## config.mk

```make
export PLATFORM = sky130hd
export DESIGN_NAME = ternary_weight_dot_product_flat
export DESIGN_NICKNAME = d
export VERILOG_FILES = /design/src/rtl/core/twd_pkg.sv /design/src/rtl/core/twd_if.sv /design/src/rtl/core/twd_lane.sv /design/src/rtl/core/twd_merge.sv /design/src/rtl/core/ternary_weight_dot_product.sv /design/src/flat_wrapper.sv
export VERILOG_INCLUDE_DIRS = /design/src /design/src/rtl/core
export SDC_FILE = /design/constraint.sdc
export NUM_CORES = 1
export LEC_CHECK = 0
export BUFFER_PORTS_ARGS = -buffer_cell sky130_fd_sc_hd__clkbuf_2
export CORE_MARGIN = 5
export CORE_UTILIZATION = 61
export DETAILED_ROUTE_END_ITERATION = 6
export PLACE_DENSITY = 0.82
export SETUP_SLACK_MARGIN = 0.05
export SYNTH_ARGS = -nofsm -noshare
export SYNTH_HDL_FRONTEND = slang
export SYNTH_SLANG_ARGS = --single-unit
```

## constraint.sdc

```tcl
create_clock -name i_clk -period 5.9 [get_ports i_clk]
set_clock_uncertainty 0.15 [all_clocks]
set_input_delay 1.18 -clock i_clk [delete_from_list [all_inputs] [get_ports i_clk]]
set_output_delay 1.18 -clock i_clk [all_outputs]
set_load 0.01 [all_outputs]
```

## src/rtl/core/ternary_weight_dot_product_defines.svh

```systemverilog
// ----------------------------------------------------------------------------
// Ternary weight dot product: assertion macros
// Shared macros for the concurrent checks of the dot product block.
// ----------------------------------------------------------------------------
`ifndef TERNARY_WEIGHT_DOT_PRODUCT_DEFINES_SVH
`define TERNARY_WEIGHT_DOT_PRODUCT_DEFINES_SVH

// Same-cycle implication, disabled during reset.
`define TWD_ASSERT_NOW(lbl, clk, rstn, ante, cons, msg) \
    lbl: assert property (@(posedge clk) disable iff (!(rstn)) (ante) |-> (cons)) else $error(msg);

// Next-cycle implication, disabled during reset.
`define TWD_ASSERT_NEXT(lbl, clk, rstn, ante, cons, msg) \
    lbl: assert property (@(posedge clk) disable iff (!(rstn)) (ante) |=> (cons)) else $error(msg);

`endif

```

## src/rtl/core/twd_pkg.sv

```systemverilog
// ----------------------------------------------------------------------------
// Ternary weight dot product package
// Widths, weight codes and inter-module control types.
// ----------------------------------------------------------------------------
`default_nettype none

package twd_pkg;

    localparam int LANES  = 4;
    localparam int CODE_W = 2;
    localparam int ACT_W  = 8;
    localparam int TERM_W = ACT_W + 1;
    localparam int SUM_W  = 32;
    localparam int LV_W   = 3;

    typedef enum logic [CODE_W-1:0] {
        CODE_ZERO = 2'b00,
        CODE_POS  = 2'b01,
        CODE_NEG  = 2'b10,
        CODE_NIL  = 2'b11
    } t_code;

    typedef logic signed [TERM_W-1:0] t_term;

    typedef struct packed {
        logic go;
        logic last;
    } t_merge_ctl;

    typedef struct packed {
        logic out_free;
    } t_merge_stat;

endpackage

`default_nettype wire

```

## src/rtl/core/twd_if.sv

```systemverilog
// ----------------------------------------------------------------------------
// Ternary weight dot product channels
// Valid/ready channels for input words and result words.
// ----------------------------------------------------------------------------
`default_nettype none

interface twd_in_if;
    logic              valid;
    logic              ready;
    logic [7:0]        weight_byte;
    logic signed [7:0] act0;
    logic signed [7:0] act1;
    logic signed [7:0] act2;
    logic signed [7:0] act3;
    logic [2:0]        lanes_valid;
    logic              last;

    modport source (
        output valid, weight_byte, act0, act1, act2, act3, lanes_valid, last,
        input  ready
    );
    modport sink (
        input  valid, weight_byte, act0, act1, act2, act3, lanes_valid, last,
        output ready
    );
endinterface

interface twd_out_if;
    logic               valid;
    logic               ready;
    logic signed [31:0] dot_sum;

    modport source (output valid, dot_sum, input ready);
    modport sink (input valid, dot_sum, output ready);
endinterface

`default_nettype wire

```

## src/rtl/core/twd_lane.sv

```systemverilog
// ----------------------------------------------------------------------------
// Ternary weight lane
// Applies one 2-bit ternary code to one activation and registers the term.
// ----------------------------------------------------------------------------
`default_nettype none

module twd_lane (
    input  wire logic                             i_clk,
    input  wire logic                             i_load,
    input  wire logic [twd_pkg::CODE_W-1:0]       i_code,
    input  wire logic signed [twd_pkg::ACT_W-1:0] i_act,
    input  wire logic                             i_en,
    output twd_pkg::t_term                        o_term
);

    twd_pkg::t_term r_term;
    twd_pkg::t_term n_term;

    always_comb begin
        n_term = '0;
        if (i_en) begin
            case (twd_pkg::t_code'(i_code))
                twd_pkg::CODE_POS: n_term = twd_pkg::TERM_W'(i_act);
                twd_pkg::CODE_NEG: n_term = -twd_pkg::TERM_W'(i_act);
                default:           n_term = '0;
            endcase
        end
    end

    always_ff @(posedge i_clk) begin
        if (i_load) begin
            r_term <= n_term;
        end
    end

    assign o_term = r_term;

endmodule

`default_nettype wire

```

## src/rtl/core/twd_merge.sv

```systemverilog
// ----------------------------------------------------------------------------
// Ternary weight merge stage
// Adds the lane terms into the running sum and holds the finished result.
// ----------------------------------------------------------------------------
`default_nettype none

module twd_merge (
    input  wire logic                  i_clk,
    input  wire logic                  i_rst_n,
    input  wire twd_pkg::t_merge_ctl   i_ctl,
    input  wire twd_pkg::t_term        i_terms [twd_pkg::LANES],
    output twd_pkg::t_merge_stat       o_stat,
    twd_out_if.source                  o_out
);

    logic signed [twd_pkg::SUM_W-1:0] r_acc;
    logic signed [twd_pkg::SUM_W-1:0] r_out_sum;
    logic                             r_out_valid;
    logic signed [twd_pkg::SUM_W-1:0] n_tree;
    logic signed [twd_pkg::SUM_W-1:0] n_total;

    always_comb begin
        n_tree = '0;
        for (int k = 0; k < twd_pkg::LANES; k++) begin
            n_tree = n_tree + twd_pkg::SUM_W'(i_terms[k]);
        end
        n_total = r_acc + n_tree;
    end

    always_ff @(posedge i_clk) begin
        if (!i_rst_n) begin
            r_acc       <= '0;
            r_out_valid <= 1'b0;
        end else begin
            if (i_ctl.go) begin
                r_acc <= i_ctl.last ? '0 : n_total;
            end
            if (i_ctl.go && i_ctl.last) begin
                r_out_valid <= 1'b1;
            end else if (o_out.ready) begin
                r_out_valid <= 1'b0;
            end
        end
    end

    always_ff @(posedge i_clk) begin
        if (i_ctl.go && i_ctl.last) begin
            r_out_sum <= n_total;
        end
    end

    assign o_out.valid     = r_out_valid;
    assign o_out.dot_sum   = r_out_sum;
    assign o_stat.out_free = !r_out_valid || o_out.ready;

endmodule

`default_nettype wire

```

## src/rtl/core/ternary_weight_dot_product.sv

```systemverilog
// ----------------------------------------------------------------------------
// Ternary weight dot product
// Int8 activations times packed ternary weights, accumulated per row.
// ----------------------------------------------------------------------------
// Each input word carries four activations and a byte of four 2-bit weight
// codes; four lanes weigh them in parallel, a merge stage adds the lane terms
// into a 32-bit wrapping running sum, and a word with last set emits the sum
// and clears it. The block takes one word per cycle unless stalled; a result
// appears once the last word of its row has passed the lane register and then
// the result register. A waiting result stalls input only when another row end
// reaches the merge stage before the result is taken.
`default_nettype none
`include "ternary_weight_dot_product_defines.svh"

module ternary_weight_dot_product (
    input  wire logic i_clk,
    input  wire logic i_rst_n,
    twd_in_if.sink    i_in,
    twd_out_if.source o_out
);

    logic                      r_s1_valid;
    logic                      r_s1_last;
    logic                      s1_go;
    logic                      load;
    logic signed [twd_pkg::ACT_W-1:0] acts [twd_pkg::LANES];
    twd_pkg::t_term            terms [twd_pkg::LANES];
    twd_pkg::t_merge_ctl       merge_ctl;
    twd_pkg::t_merge_stat      merge_stat;

    assign acts[0] = i_in.act0;
    assign acts[1] = i_in.act1;
    assign acts[2] = i_in.act2;
    assign acts[3] = i_in.act3;

    assign s1_go      = r_s1_valid && (!r_s1_last || merge_stat.out_free);
    assign i_in.ready = !r_s1_valid || s1_go;
    assign load       = i_in.valid && i_in.ready;

    assign merge_ctl.go   = s1_go;
    assign merge_ctl.last = r_s1_last;

    for (genvar k = 0; k < twd_pkg::LANES; k++) begin : g_lane
        twd_lane u_lane (
            .i_clk  (i_clk),
            .i_load (load),
            .i_code (i_in.weight_byte[twd_pkg::CODE_W*k +: twd_pkg::CODE_W]),
            .i_act  (acts[k]),
            .i_en   (i_in.lanes_valid > twd_pkg::LV_W'(k)),
            .o_term (terms[k])
        );
    end

    always_ff @(posedge i_clk) begin
        if (!i_rst_n) begin
            r_s1_valid <= 1'b0;
        end else if (load) begin
            r_s1_valid <= 1'b1;
        end else if (s1_go) begin
            r_s1_valid <= 1'b0;
        end
    end

    always_ff @(posedge i_clk) begin
        if (load) begin
            r_s1_last <= i_in.last;
        end
    end

    twd_merge u_merge (
        .i_clk   (i_clk),
        .i_rst_n (i_rst_n),
        .i_ctl   (merge_ctl),
        .i_terms (terms),
        .o_stat  (merge_stat),
        .o_out   (o_out)
    );

    `TWD_ASSERT_NOW(a_stall_on_full_result, i_clk, i_rst_n, r_s1_valid && r_s1_last && o_out.valid && !o_out.ready, !i_in.ready, "row end accepted input while result was blocked")
    `TWD_ASSERT_NEXT(a_load_fills_stage, i_clk, i_rst_n, i_in.valid && i_in.ready, r_s1_valid, "accepted word did not reach the lane stage")
    `TWD_ASSERT_NOW(a_result_from_row_end, i_clk, i_rst_n, $rose(o_out.valid), $past(s1_go && r_s1_last), "result appeared without a row end")

endmodule

`default_nettype wire

```

## src/flat_wrapper.sv

```systemverilog
// flat-port wrapper written by rule: the top's interface ports become plain ports
module ternary_weight_dot_product_flat 
  (i_clk, i_rst_n, i_in_valid, i_in_weight_byte, i_in_act0, i_in_act1, i_in_act2, i_in_act3, i_in_lanes_valid, i_in_last, i_in_ready, o_out_valid, o_out_dot_sum, o_out_ready);
  twd_in_if i_in_i ();
  twd_out_if o_out_i ();
  input  wire logic i_clk;
  input  wire logic i_rst_n;
  input wire logic [$bits(i_in_i.valid)-1:0] i_in_valid;
  input wire logic [$bits(i_in_i.weight_byte)-1:0] i_in_weight_byte;
  input wire logic [$bits(i_in_i.act0)-1:0] i_in_act0;
  input wire logic [$bits(i_in_i.act1)-1:0] i_in_act1;
  input wire logic [$bits(i_in_i.act2)-1:0] i_in_act2;
  input wire logic [$bits(i_in_i.act3)-1:0] i_in_act3;
  input wire logic [$bits(i_in_i.lanes_valid)-1:0] i_in_lanes_valid;
  input wire logic [$bits(i_in_i.last)-1:0] i_in_last;
  output wire logic [$bits(i_in_i.ready)-1:0] i_in_ready;
  output wire logic [$bits(o_out_i.valid)-1:0] o_out_valid;
  output wire logic [$bits(o_out_i.dot_sum)-1:0] o_out_dot_sum;
  input wire logic [$bits(o_out_i.ready)-1:0] o_out_ready;
  assign i_in_i.valid = i_in_valid;
  assign i_in_i.weight_byte = i_in_weight_byte;
  assign i_in_i.act0 = i_in_act0;
  assign i_in_i.act1 = i_in_act1;
  assign i_in_i.act2 = i_in_act2;
  assign i_in_i.act3 = i_in_act3;
  assign i_in_i.lanes_valid = i_in_lanes_valid;
  assign i_in_i.last = i_in_last;
  assign i_in_ready = i_in_i.ready;
  assign o_out_valid = o_out_i.valid;
  assign o_out_dot_sum = o_out_i.dot_sum;
  assign o_out_i.ready = o_out_ready;
  ternary_weight_dot_product u_core (.i_clk(i_clk), .i_rst_n(i_rst_n), .i_in(i_in_i), .o_out(o_out_i));
endmodule
```

* Word level (Yosys, flattened, before mapping) *
Cells that the tools add are included.

cells by class
  equal/unequal tests = 8
  add/sub/neg operators = 8
  reduce and logical (&&, ||, !) cells = 11
  magnitude comparators = 4
  mux-type cells = 9

operators with widths
  operator            count
  $pmux 9 s2          4
  $neg 8->9           4
  $add 32x12->32      1
  $mux 32             1
  $add 11x9->12       1
  $add 10x9->11       1
  $add 9x9->10        1
  $eq 2x1->1 const B  4
  $eq 2x2->1 const B  4
  $gt 3x1->1 const B  2
  $gt 3x2->1 const B  2
  $mux 1              4
  $reduce_bool 2->1   2
  $logic_and 1x1->1   3
  $logic_not 1->1     3
  $logic_or 1x1->1    3

storage, ports and cells
  logic and storage cells = 49
  flip-flop bits (word level) = 103
  input bits = 48
  output and inout bits = 34

* Depth between registers and ports, before layout *
  word-level depth = 7
  mapped depth = 17
  gate-level depth less buffers = 16

* Hierarchy *
A second synthesis with hierarchy kept.

second synthesis, totals
  cells, all modules = 836
  area, all modules = 7870.0 um^2

modules (own cells, without submodules)
  module                      instances  cells an instance  sequential area each (um^2)  area each (um^2)
  twd_merge                   1          600                1621.6                       5474.0
  twd_lane                    4          56                 270.3                        568.0
  ternary_weight_dot_product  1          12                 50.0                         123.9

* Worst setup path after synthesis *
Ideal clock, no wire load.

  path type = flip-flop to flip-flop
  from = register u_core.g_lane[3].u_lane.r_term[8]
  to = register u_core.u_merge.r_acc[31] in the netlist's numbering
  data arrival time = 4749 ps
  library setup time = 63 ps
  required time = 5687 ps
  path slack = 938 ps
  period minus slack after synthesis = 4962 ps
  buffers on the path = 1
  stages on the path, launching flop included = 18
  cell sequence = edfxtp_1 > inv_1 > fa_1 > inv_1 > fa_1 > inv_1 > fa_1 > inv_1 > ha_1 > buf_6 > a21o_1 > a21o_1 > o21a_1 > o41a_1 > nand2b_2 > o311ai_4 > or4_1 > nand3_1

between the ends
  longest elaborated chain between the ends = 3

ends and longest elaborated chain
  element                 line             source
  start, declared         twd_lane.sv:16   twd_pkg::t_term r_term;
  start signal, assigned  twd_lane.sv:32   r_term <= n_term;
  $add 11x9->12           twd_merge.sv:25  n_tree = n_tree + twd_pkg::SUM_W'(i_terms[k]);
  $add 32x12->32          twd_merge.sv:27  n_total = r_acc + n_tree;
  $mux 32                 twd_merge.sv:36  r_acc <= i_ctl.last ? '0 : n_total;
  end signal, assigned    twd_merge.sv:36
  end, declared           twd_merge.sv:16  logic signed [twd_pkg::SUM_W-1:0] r_acc;

No other way between the ends.
A chain may end at the register's enable or synchronous reset.

* Worst setup path in the final report *
  from = register u_core.g_lane[2].u_lane.r_term[8]
  to = register u_core.u_merge.r_acc[28] in the netlist's numbering

between the ends
  longest elaborated chain between the ends = 4

ends and longest elaborated chain
  element                               line             source
  start, declared                       twd_lane.sv:16
  start signal, assigned                twd_lane.sv:32
  $add 10x9->11                         twd_merge.sv:25
  $add 11x9->12                         twd_merge.sv:25
  $add 32x12->32                        twd_merge.sv:27
  via u_core.u_merge.n_total (one bit)  twd_merge.sv:20  logic signed [twd_pkg::SUM_W-1:0] n_total;
  $mux 32                               twd_merge.sv:36

The timed path passes the listed nets, and every way through them passes these cells.

==> flow_metrics.tcl <==
set metrics [dict create \
    r2r_end "u_core.u_merge.r_acc[28]$_SDFFE_PN0P_" \
    timing.fmax_mhz 190.5 \
    syn2layout_area_growth_pct 9.429 \
    synth_cell_types 56 \
    reg2reg_from "u_core.g_lane[2].u_lane.o_term[8]$_SDFFCE_PP0P_" \
    end_kind "register" \
    clk_pin_slew_worst_paths_ps 70 \
    yosys-top-cells-area "edfxtp_1, fa_1, inv_1, dfxtp_1, ha_1" \
    synth.area.mux_share 0 \
    worst_pin_slew_ps 1146 \
    critPathRequiredTime_ps 6010 \
    drt_iter0_markers 538 \
    yosys.area_share.simple 0.1219 \
    cts_resized 0 \
    drc 0 \
    antenna_found_initial 0 \
    syn_avg_cell_area_um2 9.276 \
    drtAntennaViolNets 0 \
    top_layer_used "met4" \
    synth-edff-count 69 \
    wl_met2_um 8125 \
    critPathKind "reg2reg" \
    netlist_area_um2 8785 \
    core_area_um2 13990 \
    cp-start-kind "register" \
    rows 43 \
    yosys.area.top_type "edfxtp_1" \
    ir_worst_vdd_mv 0.2191 \
    numCtsBuffers 9 \
    rrSetupSlack_ps 650 \
    synth_fa_ha_area_frac 0.2723 \
    vias 6598 \
    portBuffers 81 \
    ys_warn_count 0 \
    finalCritPeriodShare 0.8895 \
    num_io_pins 82 \
    grt_overflow 0 \
    firstDrtPassIters 5 \
    seq_area_frac_synth 0.3133 \
    critPathLaunch "u_core.g_lane[2].u_lane.o_term[8]$_SDFFCE_PP0P_" \
    finalWirelength_um 18150 \
    antenna_cells 0 \
    grtUsageTotal 0.2292 \
    die_area_um2 16900 \
    vias_per_cell 5.476 \
    die_h_um 130.0 \
    wl_met3_um 1199 \
    clock_path_buffers 2 \
    grt_pass1_wl_um 30430 \
    cts_tree "done" \
    grt_start_max_net_pins 38 \
    synth_xor_area_frac 0.03490 \
    p_leak_nw 4.568 \
    setup_viol 0 \
    crit_cells 16 \
    synth_common_cells "inv_1, fa_1, edfxtp_1" \
    ys_ff_latch 103 \
    drive_above_1_share 0.1112 \
    hold_ws_ps 324.8 \
    cts-root-buf "clkbuf_16" \
    gp_congestion 0.9606 \
    synth_top_family_by_area "adder cells" \
    clock_latency_ps 370 \
    cts.sinks 103 \
    cp_max_fo 21 \
    max-slew-margin-rel 0.2348 \
    path_common_cell "inv_1" \
    grt_pass1_vias 6344 \
    timing.final.hold_violations 0 \
    hp-class "reg2reg" \
    run_status "finished, final reports clean" \
    min_period_ps 5248 \
    post_cts_buffers 0 \
    rsz0062_at_grt "no" \
    p_per_area_nw_per_um2 409.2 \
    crit_end "u_core.u_merge.r_acc[28]$_SDFFE_PN0P_" \
    wire_per_inst_um 15.06 \
    synth_cells 947 \
    place_hpwl_um 14020 \
    die_x_um 130.0 \
    synth_most_common_cell "inv_1" \
    crit_slowest_cell "inv_1" \
    critical_path_arrival_ps 5360 \
    h-tree-depth 3 \
    synth-main-ff-cell "edfxtp_1" \
    critPathMaxStageDelay_ps 870 \
    reg2regPathDepth 16 \
    yosysTopAreaCellShare 0.2359 \
    cp_cell_sequence "inv_1 -> fa_1 -> inv_1 -> fa_1 -> inv_1 -> fa_1 -> inv_1 -> ha_1 -> a21oi_1 -> o21bai_1 -> a21o_1 -> a2111oi_0 -> nor2_1 -> a31oi_1 -> xnor2_1 -> a22o_1" \
    maxCapViolations 0 \
    crit_buf_inv 4 \
    start_util 0.6280 \
    synth_compound_area_frac 0.1363 \
    drv_slew 0 \
    nets 1204 \
    synth_nets 1131 \
    ys_async_sr_fraction 0 \
    path_delay_family "adder cells" \
    wl_met1_um 8400 \
    cts_hold_buf 0 \
    fin_tns_setup_ps 0 \
]
metal layers:
metal  vias to the layer above  global-route usage
met5                         -                   0
met3                        39             0.03930
li1                       3209                   -
met4                         0             0.07641
met1                      3127              0.3380
met2                       223              0.3476
power breakdown:
part / internal (mW) / switching, mW
Combinational: 0.882 / 1.44
Sequential: 0.977 / 0.0475
Clock: 0.302 / 0.283
Total: 2.16 / 1.77
logic make-up (layout without fill, tap and decap cells):
family / Yosys count / after routing
compound gates: 182 / 182
xor+xnor: 35 / 35
fa+ha+maj: 136 / 136
buf+inv: 268 / 346
flops: 103 / 103
simple gates: 223 / 223
cell type report:
class	instances	area [um2]
clock inverters	5	41.29
repair buffers	88	457.9
inverters	242	908.4
multi-input cells	576	4985
well taps	180	225.2
clock buffers	11	242.7
fillers	1103	4375
flip-flops and latches	103	2753
worst reg2reg max path, cell delays in order (launching register included):
cell and delay [ps]:
edfxtp_1 470, inv_1 870, fa_1 580, inv_1 90, fa_1 420, inv_1 90, fa_1 420, inv_1 70
ha_1 320, a21oi_1 250, o21bai_1 90, a21o_1 210, a2111oi_0 490, nor2_1 90, a31oi_1 200, xnor2_1 130
a22o_1 220
metrics by stage:
step	std cells	setup slack (ps)	power (mW)	util	area [um2]
floorplan	947	938.5	2.830	-	8785
global placement	1189	830.6	3.230	0.6669	9329
detailed placement	1189	653.7	3.317	0.6669	9329
CTS	1205	646.4	3.923	0.6872	9613
global route	1205	364.7	4.265	0.6872	9613
finish	1205	652.0	3.934	0.6872	9613
state kept, by name (all words and copies together) (netlist names):
signal,cells
u_core.r_s1_last,1
u_core.u_merge.o_out.dot_sum,32
u_core.u_merge.r_acc,32
u_core.u_merge.o_out.valid,1
u_core.r_s1_valid,1
u_core.g_lane.u_lane.o_term,36
cells in the final DEF (no fill, tap or decap), types with 2 or more instances in the layout:
cell type,instances
a31oi_1,3
o21bai_1,5
buf_4,7
or3_1,4
or4_1,2
a21boi_0,6
fa_1,92
or2_2,2
nand3_1,15
inv_1,242
o31ai_1,2
nand2_1,62
xor2_1,12
a21oi_1,68
a22o_1,18
o21a_1,5
nor3_1,32
clkbuf_16,9
clkinv_4,3
xnor2_1,23
clkbuf_2,81
nor2_1,56
ha_1,44
o211ai_1,5
nor2b_1,15
edfxtp_1,69
nand3b_1,9
dfxtp_1,34
and3_1,2
a22oi_1,12
nand4_1,7
o21ai_0,23
nand2b_1,3
and2_1,3
a21o_1,12
nor4_1,6
nor2_2,2
a311oi_1,5
a211oi_1,6
worst min path at each step:
stage,end,depth (start not counted),startpoint
floorplan,u_core.u_merge.r_acc[1]$_SDFFE_PN0P_,2,u_core.u_merge.r_acc[1]$_SDFFE_PN0P_
global placement,u_core.u_merge.r_acc[1]$_SDFFE_PN0P_,2,u_core.u_merge.r_acc[1]$_SDFFE_PN0P_
detailed placement,u_core.u_merge.r_acc[27]$_SDFFE_PN0P_,1,u_core.u_merge.r_acc[27]$_SDFFE_PN0P_
CTS,u_core.u_merge.r_acc[1]$_SDFFE_PN0P_,2,u_core.u_merge.r_acc[1]$_SDFFE_PN0P_
global route,u_core.u_merge.r_acc[18]$_SDFFE_PN0P_,1,u_core.u_merge.r_acc[18]$_SDFFE_PN0P_
finish,u_core.u_merge.r_acc[1]$_SDFFE_PN0P_,2,u_core.u_merge.r_acc[1]$_SDFFE_PN0P_
No activity file was read; power rests on OpenSTA's default activity.
